<file path="src/rtl/gdsc_pkg.sv">
// package: shared types, constants and lookup functions for the day span counter
`timescale 1ns / 1ps

package gdsc_pkg;

  localparam int DATE_W  = 27;
  localparam int COUNT_W = 22;

  typedef logic [DATE_W-1:0]  date_t;
  typedef logic [COUNT_W-1:0] day_num_t;

  // one date unit has seven register stages, the compare stage makes eight
  localparam int UNIT_STAGES = 7;
  localparam int PIPE_STAGES = UNIT_STAGES + 1;

  localparam int DAY_DIV   = 1000000;
  localparam int MONTH_DIV = 10000;
  localparam int CENT_DIV  = 100;
  localparam int YEAR_BIAS = 400;
  localparam int DAYS_YEAR = 365;

  // reciprocal constants, rounded up, exact over the input ranges used
  localparam int DAY_SHIFT   = 47;
  localparam int MONTH_SHIFT = 34;
  localparam int CENT_SHIFT  = 20;

  localparam logic [27:0] DAY_MAGIC =
    28'(((64'd1 << DAY_SHIFT) + 64'(DAY_DIV) - 64'd1) / 64'(DAY_DIV));
  localparam logic [20:0] MONTH_MAGIC =
    21'(((64'd1 << MONTH_SHIFT) + 64'(MONTH_DIV) - 64'd1) / 64'(MONTH_DIV));
  localparam logic [13:0] CENT_MAGIC =
    14'(((64'd1 << CENT_SHIFT) + 64'(CENT_DIV) - 64'd1) / 64'(CENT_DIV));

  localparam logic [6:0] MONTH_FEB = 7'd2;
  localparam logic [6:0] MONTH_DEC = 7'd12;

  function automatic logic [4:0] month_len(input logic [6:0] m, input logic leap);
    logic [4:0] len;
    case (m) inside
      MONTH_FEB:                  len = leap ? 5'd29 : 5'd28;
      7'd4, 7'd6, 7'd9, 7'd11:    len = 5'd30;
      default:                    len = 5'd31;
    endcase
    return len;
  endfunction

  // days before the first of a march-based month
  function automatic logic [8:0] month_offset(input logic [3:0] mp);
    logic [8:0] off;
    case (mp)
      4'd0:    off = 9'd0;
      4'd1:    off = 9'd31;
      4'd2:    off = 9'd61;
      4'd3:    off = 9'd92;
      4'd4:    off = 9'd122;
      4'd5:    off = 9'd153;
      4'd6:    off = 9'd184;
      4'd7:    off = 9'd214;
      4'd8:    off = 9'd245;
      4'd9:    off = 9'd275;
      4'd10:   off = 9'd306;
      4'd11:   off = 9'd337;
      default: off = 9'd0;
    endcase
    return off;
  endfunction

endpackage

</file>
<file path="src/rtl/gdsc_date_unit.sv">
// date unit: splits a packed date, checks it and forms its serial day number
`timescale 1ns / 1ps

module gdsc_date_unit (
  input  logic                                clk,
  input  logic [gdsc_pkg::UNIT_STAGES-1:0]    stage_en,
  input  gdsc_pkg::date_t                     date,
  output gdsc_pkg::day_num_t                  day_num,
  output logic                                date_ok
);

  // stage 1
  logic [54:0] prod1;
  logic [26:0] x1_r;
  logic [7:0]  qd1_r;
  // stage 2
  logic [19:0] r2_nxt;
  logic [7:0]  d2_r;
  logic [19:0] r2_r;
  // stage 3
  logic [40:0] prod3;
  logic [7:0]  d3_r;
  logic [19:0] r3_r;
  logic [6:0]  qm3_r;
  // stage 4
  logic [13:0] y4_nxt;
  logic [7:0]  d4_r;
  logic [6:0]  m4_r;
  logic [13:0] y4_r;
  // stage 5
  logic [27:0] prod5;
  logic        early;
  logic [13:0] yy5_nxt;
  logic [3:0]  mp5_nxt;
  logic [7:0]  d5_r;
  logic [6:0]  m5_r;
  logic [13:0] y5_r;
  logic [6:0]  cy5_r;
  logic [13:0] yy5_r;
  logic [3:0]  mp5_r;
  // stage 6
  logic [27:0] prod6;
  logic        cent_even;
  logic        leap;
  logic [4:0]  mlen;
  logic        ok6_nxt;
  logic [7:0]  d6_r;
  logic [13:0] yy6_r;
  logic [6:0]  cyy6_r;
  logic [8:0]  moff6_r;
  logic        ok6_r;
  // stage 7
  logic [21:0] dn7_nxt;
  logic [21:0] dn7_r;
  logic        ok7_r;

  assign prod1 = 55'(date) * 55'(gdsc_pkg::DAY_MAGIC);

  assign r2_nxt = 20'(x1_r - 27'(qd1_r) * 27'(gdsc_pkg::DAY_DIV));

  assign prod3 = 41'(r2_r) * 41'(gdsc_pkg::MONTH_MAGIC);

  assign y4_nxt = 14'(r3_r - 20'(qm3_r) * 20'(gdsc_pkg::MONTH_DIV));

  // january and february count as the end of the previous year
  assign prod5   = 28'(y4_r) * 28'(gdsc_pkg::CENT_MAGIC);
  assign early   = (m4_r <= gdsc_pkg::MONTH_FEB);
  assign yy5_nxt = y4_r + 14'(gdsc_pkg::YEAR_BIAS) - 14'(early);
  assign mp5_nxt = early ? 4'(m4_r + 7'd9) : 4'(m4_r - 7'd3);

  assign prod6     = 28'(yy5_r) * 28'(gdsc_pkg::CENT_MAGIC);
  assign cent_even = (y5_r == 14'(cy5_r) * 14'(gdsc_pkg::CENT_DIV));
  assign leap      = ((y5_r[1:0] == 2'b00) && !cent_even) ||
                     (cent_even && (cy5_r[1:0] == 2'b00));
  assign mlen      = gdsc_pkg::month_len(m5_r, leap);
  assign ok6_nxt   = (m5_r != 7'd0) && (m5_r <= gdsc_pkg::MONTH_DEC) &&
                     (d5_r != 8'd0) && (d5_r <= 8'(mlen));

  assign dn7_nxt = 22'(yy6_r) * 22'(gdsc_pkg::DAYS_YEAR)
                 + 22'(yy6_r[13:2])
                 - 22'(cyy6_r)
                 + 22'(cyy6_r[6:2])
                 + 22'(moff6_r)
                 + 22'(d6_r);

  always_ff @(posedge clk) begin
    if (stage_en[0]) begin
      x1_r  <= date;
      qd1_r <= prod1[gdsc_pkg::DAY_SHIFT +: 8];
    end
    if (stage_en[1]) begin
      d2_r <= qd1_r;
      r2_r <= r2_nxt;
    end
    if (stage_en[2]) begin
      d3_r  <= d2_r;
      r3_r  <= r2_r;
      qm3_r <= prod3[gdsc_pkg::MONTH_SHIFT +: 7];
    end
    if (stage_en[3]) begin
      d4_r <= d3_r;
      m4_r <= qm3_r;
      y4_r <= y4_nxt;
    end
    if (stage_en[4]) begin
      d5_r  <= d4_r;
      m5_r  <= m4_r;
      y5_r  <= y4_r;
      cy5_r <= prod5[gdsc_pkg::CENT_SHIFT +: 7];
      yy5_r <= yy5_nxt;
      mp5_r <= mp5_nxt;
    end
    if (stage_en[5]) begin
      d6_r    <= d5_r;
      yy6_r   <= yy5_r;
      cyy6_r  <= prod6[gdsc_pkg::CENT_SHIFT +: 7];
      moff6_r <= gdsc_pkg::month_offset(mp5_r);
      ok6_r   <= ok6_nxt;
    end
    if (stage_en[6]) begin
      dn7_r <= dn7_nxt;
      ok7_r <= ok6_r;
    end
  end

  assign day_num = dn7_r;
  assign date_ok = ok7_r;

endmodule

</file>
<file path="src/rtl/gregorian_day_span_counter.sv">
// top level: inclusive day count between two packed gregorian dates
`timescale 1ns / 1ps

// channel  dir  handshake            payload
// in       in   in_valid/in_ready    in_start_date[26:0], in_end_date[26:0]
// out      out  out_valid/out_ready  out_day_count[21:0], out_date_error
//
// one item per cycle sustained while the output is not stalled
// results pass through eight register stages: seven per date unit, one compare
// each stage holds while the next is full and stalled; bubbles close up
// reset empties every stage, the payload registers are not cleared

module gregorian_day_span_counter (
  input  logic        clk,
  input  logic        rst_n,
  input  logic        in_valid,
  output logic        in_ready,
  input  logic [26:0] in_start_date,
  input  logic [26:0] in_end_date,
  output logic        out_valid,
  input  logic        out_ready,
  output logic [21:0] out_day_count,
  output logic        out_date_error
);

  localparam int NST = gdsc_pkg::PIPE_STAGES;

  logic [NST-1:0]     v_r;
  logic [NST-1:0]     v_nxt;
  logic [NST-1:0]     en;
  gdsc_pkg::day_num_t dn_start;
  gdsc_pkg::day_num_t dn_end;
  logic               ok_start;
  logic               ok_end;
  logic [21:0]        count_nxt;
  logic [21:0]        count_r;
  logic               err_r;

  always_comb begin
    en[NST-1] = !v_r[NST-1] || out_ready;
    for (int k = NST - 2; k >= 0; k--) begin
      en[k] = !v_r[k] || en[k+1];
    end
    v_nxt[0] = en[0] ? in_valid : v_r[0];
    for (int k = 1; k < NST; k++) begin
      v_nxt[k] = en[k] ? v_r[k-1] : v_r[k];
    end
  end

  always_ff @(posedge clk) begin
    if (!rst_n) begin
      v_r <= '0;
    end else begin
      v_r <= v_nxt;
    end
  end

  gdsc_date_unit u_start (
    .clk      (clk),
    .stage_en (en[NST-2:0]),
    .date     (in_start_date),
    .day_num  (dn_start),
    .date_ok  (ok_start)
  );

  gdsc_date_unit u_end (
    .clk      (clk),
    .stage_en (en[NST-2:0]),
    .date     (in_end_date),
    .day_num  (dn_end),
    .date_ok  (ok_end)
  );

  always_comb begin
    count_nxt = '0;
    if (ok_start && ok_end && (dn_end >= dn_start)) begin
      count_nxt = dn_end - dn_start + 22'd1;
    end
  end

  always_ff @(posedge clk) begin
    if (en[NST-1]) begin
      count_r <= count_nxt;
      err_r   <= !(ok_start && ok_end);
    end
  end

  assign in_ready       = en[0];
  assign out_valid      = v_r[NST-1];
  assign out_day_count  = count_r;
  assign out_date_error = err_r;

`ifndef NO_ASSERTIONS
  a_err_zero: assert property (@(posedge clk) disable iff (!rst_n)
    out_valid && out_date_error |-> out_day_count == 22'd0)
    else $error("day count not zero on a date error");

  a_count_max: assert property (@(posedge clk) disable iff (!rst_n)
    out_valid |-> out_day_count <= 22'd3652425)
    else $error("day count beyond the widest span");

  a_accept_enters: assert property (@(posedge clk) disable iff (!rst_n)
    in_valid && in_ready |=> v_r[0])
    else $error("accepted item missing from the first stage");

  a_full_stall: assert property (@(posedge clk) disable iff (!rst_n)
    (&v_r) && !out_ready |-> !in_ready)
    else $error("item taken while the pipeline is full and stalled");
`endif

endmodule
</file>
<file path="config.mk">
export PLATFORM = sky130hd
export DESIGN_NAME = gregorian_day_span_counter
export DESIGN_NICKNAME = d
export VERILOG_FILES = /design/src/rtl/gdsc_pkg.sv /design/src/rtl/gdsc_date_unit.sv /design/src/rtl/gregorian_day_span_counter.sv
export SDC_FILE = /design/constraint.sdc
export NUM_CORES = 2
export LEC_CHECK = 0
export BUFFER_PORTS_ARGS = -buffer_cell sky130_fd_sc_hd__buf_2
export CAP_MARGIN = 5
export CORE_AREA = 2 2 404 406
export DETAILED_ROUTE_END_ITERATION = 8
export DIE_AREA = 0 0 406 408
export PLACE_DENSITY = 0.74
export SYNTH_ARGS = -nofsm -noshare
export SYNTH_HDL_FRONTEND = slang
export SYNTH_SLANG_ARGS = --single-unit
</file>
<file path="constraint.sdc">
create_clock -name clk -period 6.7 [get_ports clk]
set_input_delay 0 -clock clk [delete_from_list [all_inputs] [get_ports clk]]
set_output_delay 0 -clock clk [all_outputs]
set_load 0.01 [all_outputs]
</file>
==> results.cfg <==
[synthesis]
part_of_the_yosys_area_used_for_sequential_elements_pct = 18.3
mappedNetlistNets = 10400
postSynthAreaPerCell_sq_um = 11.0
synth_edf_count = 483
synth_flop_cell = sky130_fd_sc_hd__edfxtp_1
netlist_instances = 7325
synthDominantAreaCellType = sky130_fd_sc_hd__fa_1
synthTopCellsByCount = sky130_fd_sc_hd__inv_1, sky130_fd_sc_hd__ha_1, sky130_fd_sc_hd__fa_1
synth.most_common_cell = sky130_fd_sc_hd__inv_1
synth.area.top_cells = sky130_fd_sc_hd__fa_1, sky130_fd_sc_hd__ha_1, sky130_fd_sc_hd__edfxtp_1, sky130_fd_sc_hd__inv_1, sky130_fd_sc_hd__xnor2_1
post_synth_num_cell_types = 76
synthesis.yosys.warnings = 0
synthDominantCellAreaShare_pct = 31.6
combined_area_of_all_synthesized_cells_sq_um = 80300
share_of_synthesized_flip_flops_with_an_asynchronous_set_or_reset_pct = 0
synth.ff_latch_count = 491

[routing]
vias = 49400
drt_first_iter_violations = 2293
avgRoutedWirePerCell_um = 17.2
finalWirelength_um = 169000
drc_errors = 0
avgViaCountPerCell = 5.03
drt.antenna.violating_nets = 0
drtPass1Iterations = 7

[timing]
tightest_slew_ns = 1.06
slew_headroom_pct = 28.9
hold_viol_final = 0
max_freq_mhz = 154
timing.final.ws_setup_ns = 0.198
period_share_pct = 97.0
final_period_minus_worst_setup_slack_ns = 6.50
drv_slew = 0
finalHoldWorstSlack_ns = 0.0782
setup_viol = 0
worst_skew_ns = 0.0508

[floorplanning]
die_width_um = 406
dieArea_sq_um = 166000
die_h_um = 408
coreArea_sq_um = 162000
starting_density_pct = 49.7
core_rows = 148
top_level_ports = 83

[global_route]
antenna_found_initial = 2
grt_usage_pct = 21.2
grt_pass1_vias = 54900
grt_start_max_net_pins = 79
global_route_wire_length_before_repair_um = 280000
global_route.overflow_total = 0

[clocking]
cts_max_path_buffers = 3
numCtsBuffers = 56
clkSlewWorstSetupHoldPaths_ns = 0.06
clockRootBuffer = sky130_fd_sc_hd__clkbuf_16
cts.sinks = 491
clkLatencyLatePin_ns = 0.67
cts_tree = yes
htree_num_levels = 2

[final_layout]
syn_to_final_growth_pct = 8.03
drive_gt1_share_pct = 4.60
antenna-diode-count = 0
num-nets-final = 10700
final_cell_area_sq_um = 86800

[hold_path]
worstHoldPathType = in2reg

[placement]
detailed_place_hpwl_um = 149000
portBuffers = 82
placed_cell_area_sq_um = 83900
dp_slack_ns = -0.00715
place_congestion = 0.938

[critical_path]
worstSetupStartpointType = flip-flop
timing.setup.critical_path_class = reg2reg
critPathArrivalTime_ns = 6.91
endpoint_kind = flip-flop
critical_path.max_fanout = 5
critical_path_required_ns = 7.11

[job]
drv.max_cap_violation_count = 0

[run_status]
result_of_the_run = finished, final reports clean
-- final cells by class --
cell class,instances,area (sq um)
clock inverter,36,429
tap,2175,2720
multi-input combinational,4489,57100
inverter,2339,8780
sequential,491,14700
clock buffer,65,1440
fill,13800,74900
timing repair buffer,230,1630
-- registers in the layout (all words and copies together), names as in the netlist, 20 cells and up --
signal / cells
u_end.day_num: 22
u_start.day_num: 22
u_end.r2_r: 20
u_end.x1_r: 20
out_day_count: 22
u_start.r2_r: 20
u_start.x1_r: 20
-- metrics by stage --
step           cells  utilization (%)  setup TNS (ns)
2_1_floorplan   7325                -               0
3_3_place_gp    9634             51.9               0
3_5_place_dp    9634             51.9        -0.00715
4_1_cts         9780             53.3               0
5_1_grt         9825             53.7         -0.0191
6_report        9825             53.7               0
-- cell families (layout without fill, tap and decap cells) --
group                    after synthesis  after routing  share of synthesized area [%]
buffers and inverters               2345           2670                           11.0
adder cells (fa/ha/maj)             3037           3037                           59.2
XOR/XNOR                             296            296                           3.23
AND/OR/NAND/NOR                      580            580                           3.62
flip-flops                           491            491                           18.3
AO/OA/AOI/OAI                        576            576                           4.76
-- layer usage --
metal	part of all wire (%)	global-route usage, %	up-vias
li1	-	-	23500
met1	44	28.2	24800
met2	50	37.4	857
met3	4.0	2.12	218
met4	2.4	4.92	0
met5	0	0	-
-- critical path, stage by stage, from the launching register on --
cell                        delay (ns)
sky130_fd_sc_hd__edfxtp_1         0.47
sky130_fd_sc_hd__ha_2             0.45
sky130_fd_sc_hd__inv_1            0.11
sky130_fd_sc_hd__fa_1             0.52
sky130_fd_sc_hd__inv_1            0.06
sky130_fd_sc_hd__fa_1             0.56
sky130_fd_sc_hd__inv_1            0.06
sky130_fd_sc_hd__fa_1             0.49
sky130_fd_sc_hd__inv_1            0.05
sky130_fd_sc_hd__fa_1             0.39
sky130_fd_sc_hd__fa_1             0.45
sky130_fd_sc_hd__ha_1             0.31
sky130_fd_sc_hd__ha_1             0.33
sky130_fd_sc_hd__nand4_1          0.13
sky130_fd_sc_hd__or4_4            0.56
sky130_fd_sc_hd__a2bb2oi_2        0.17
sky130_fd_sc_hd__o41ai_2          0.40
sky130_fd_sc_hd__o31ai_1          0.10
sky130_fd_sc_hd__buf_4            0.16
sky130_fd_sc_hd__a21boi_4         0.15
sky130_fd_sc_hd__o21a_1           0.19
sky130_fd_sc_hd__nor2_1           0.06
sky130_fd_sc_hd__xnor2_1          0.12
-- repair_timing --
item | 4_1_cts | 5_1_grt
buffers inserted | 0 | 45
hold buffers | 45 | 0
endpoints found under the setup margin | 0 | 18
gates resized for setup | 0 | 38
endpoints found under the hold margin | 49 | 0
-- final timing paths --
check | startpoint | end | slack (ns) | cells past startpoint
hold reg to reg | u_end.x1_r[3] | u_end.r2_r[3] | 0.41 | 0
setup reg to reg | u_end.r2_r[12] | u_end.qm3_r[4] | 0.20 | 22
setup / recovery | u_end.r2_r[12] | u_end.qm3_r[4] | 0.20 | 22
hold / removal | in_start_date[26] | u_start.qd1_r[7] | 0.08 | 3
-- placed cells by master (no fill, tap or decap), types with 28 or more instances in the layout --
cell                            netlist  layout
sky130_fd_sc_hd__nand3_1             37      37
sky130_fd_sc_hd__buf_2                0      82
sky130_fd_sc_hd__clkbuf_16            0      56
sky130_fd_sc_hd__nor2_1             169     169
sky130_fd_sc_hd__ha_1              1768    1755
sky130_fd_sc_hd__xnor2_1            214     214
sky130_fd_sc_hd__o21ai_0             94      93
sky130_fd_sc_hd__nor3_1              61      61
sky130_fd_sc_hd__nand2b_1            28      28
sky130_fd_sc_hd__a21o_1             115     115
sky130_fd_sc_hd__fa_1              1269    1266
sky130_fd_sc_hd__xor2_1              82      82
sky130_fd_sc_hd__nor2b_1             34      34
sky130_fd_sc_hd__a21oi_1            160     158
sky130_fd_sc_hd__inv_1             2339    2333
sky130_fd_sc_hd__edfxtp_1           483     483
sky130_fd_sc_hd__nand4_1             31      31
sky130_fd_sc_hd__nand2_1            107     104
sky130_fd_sc_hd__buf_4                0     103
sky130_fd_sc_hd__dlygate4sd3_1        0      45
Power is not shown: default switching activity piles up to over one toggle a cycle in this logic, so the estimate is an artifact.
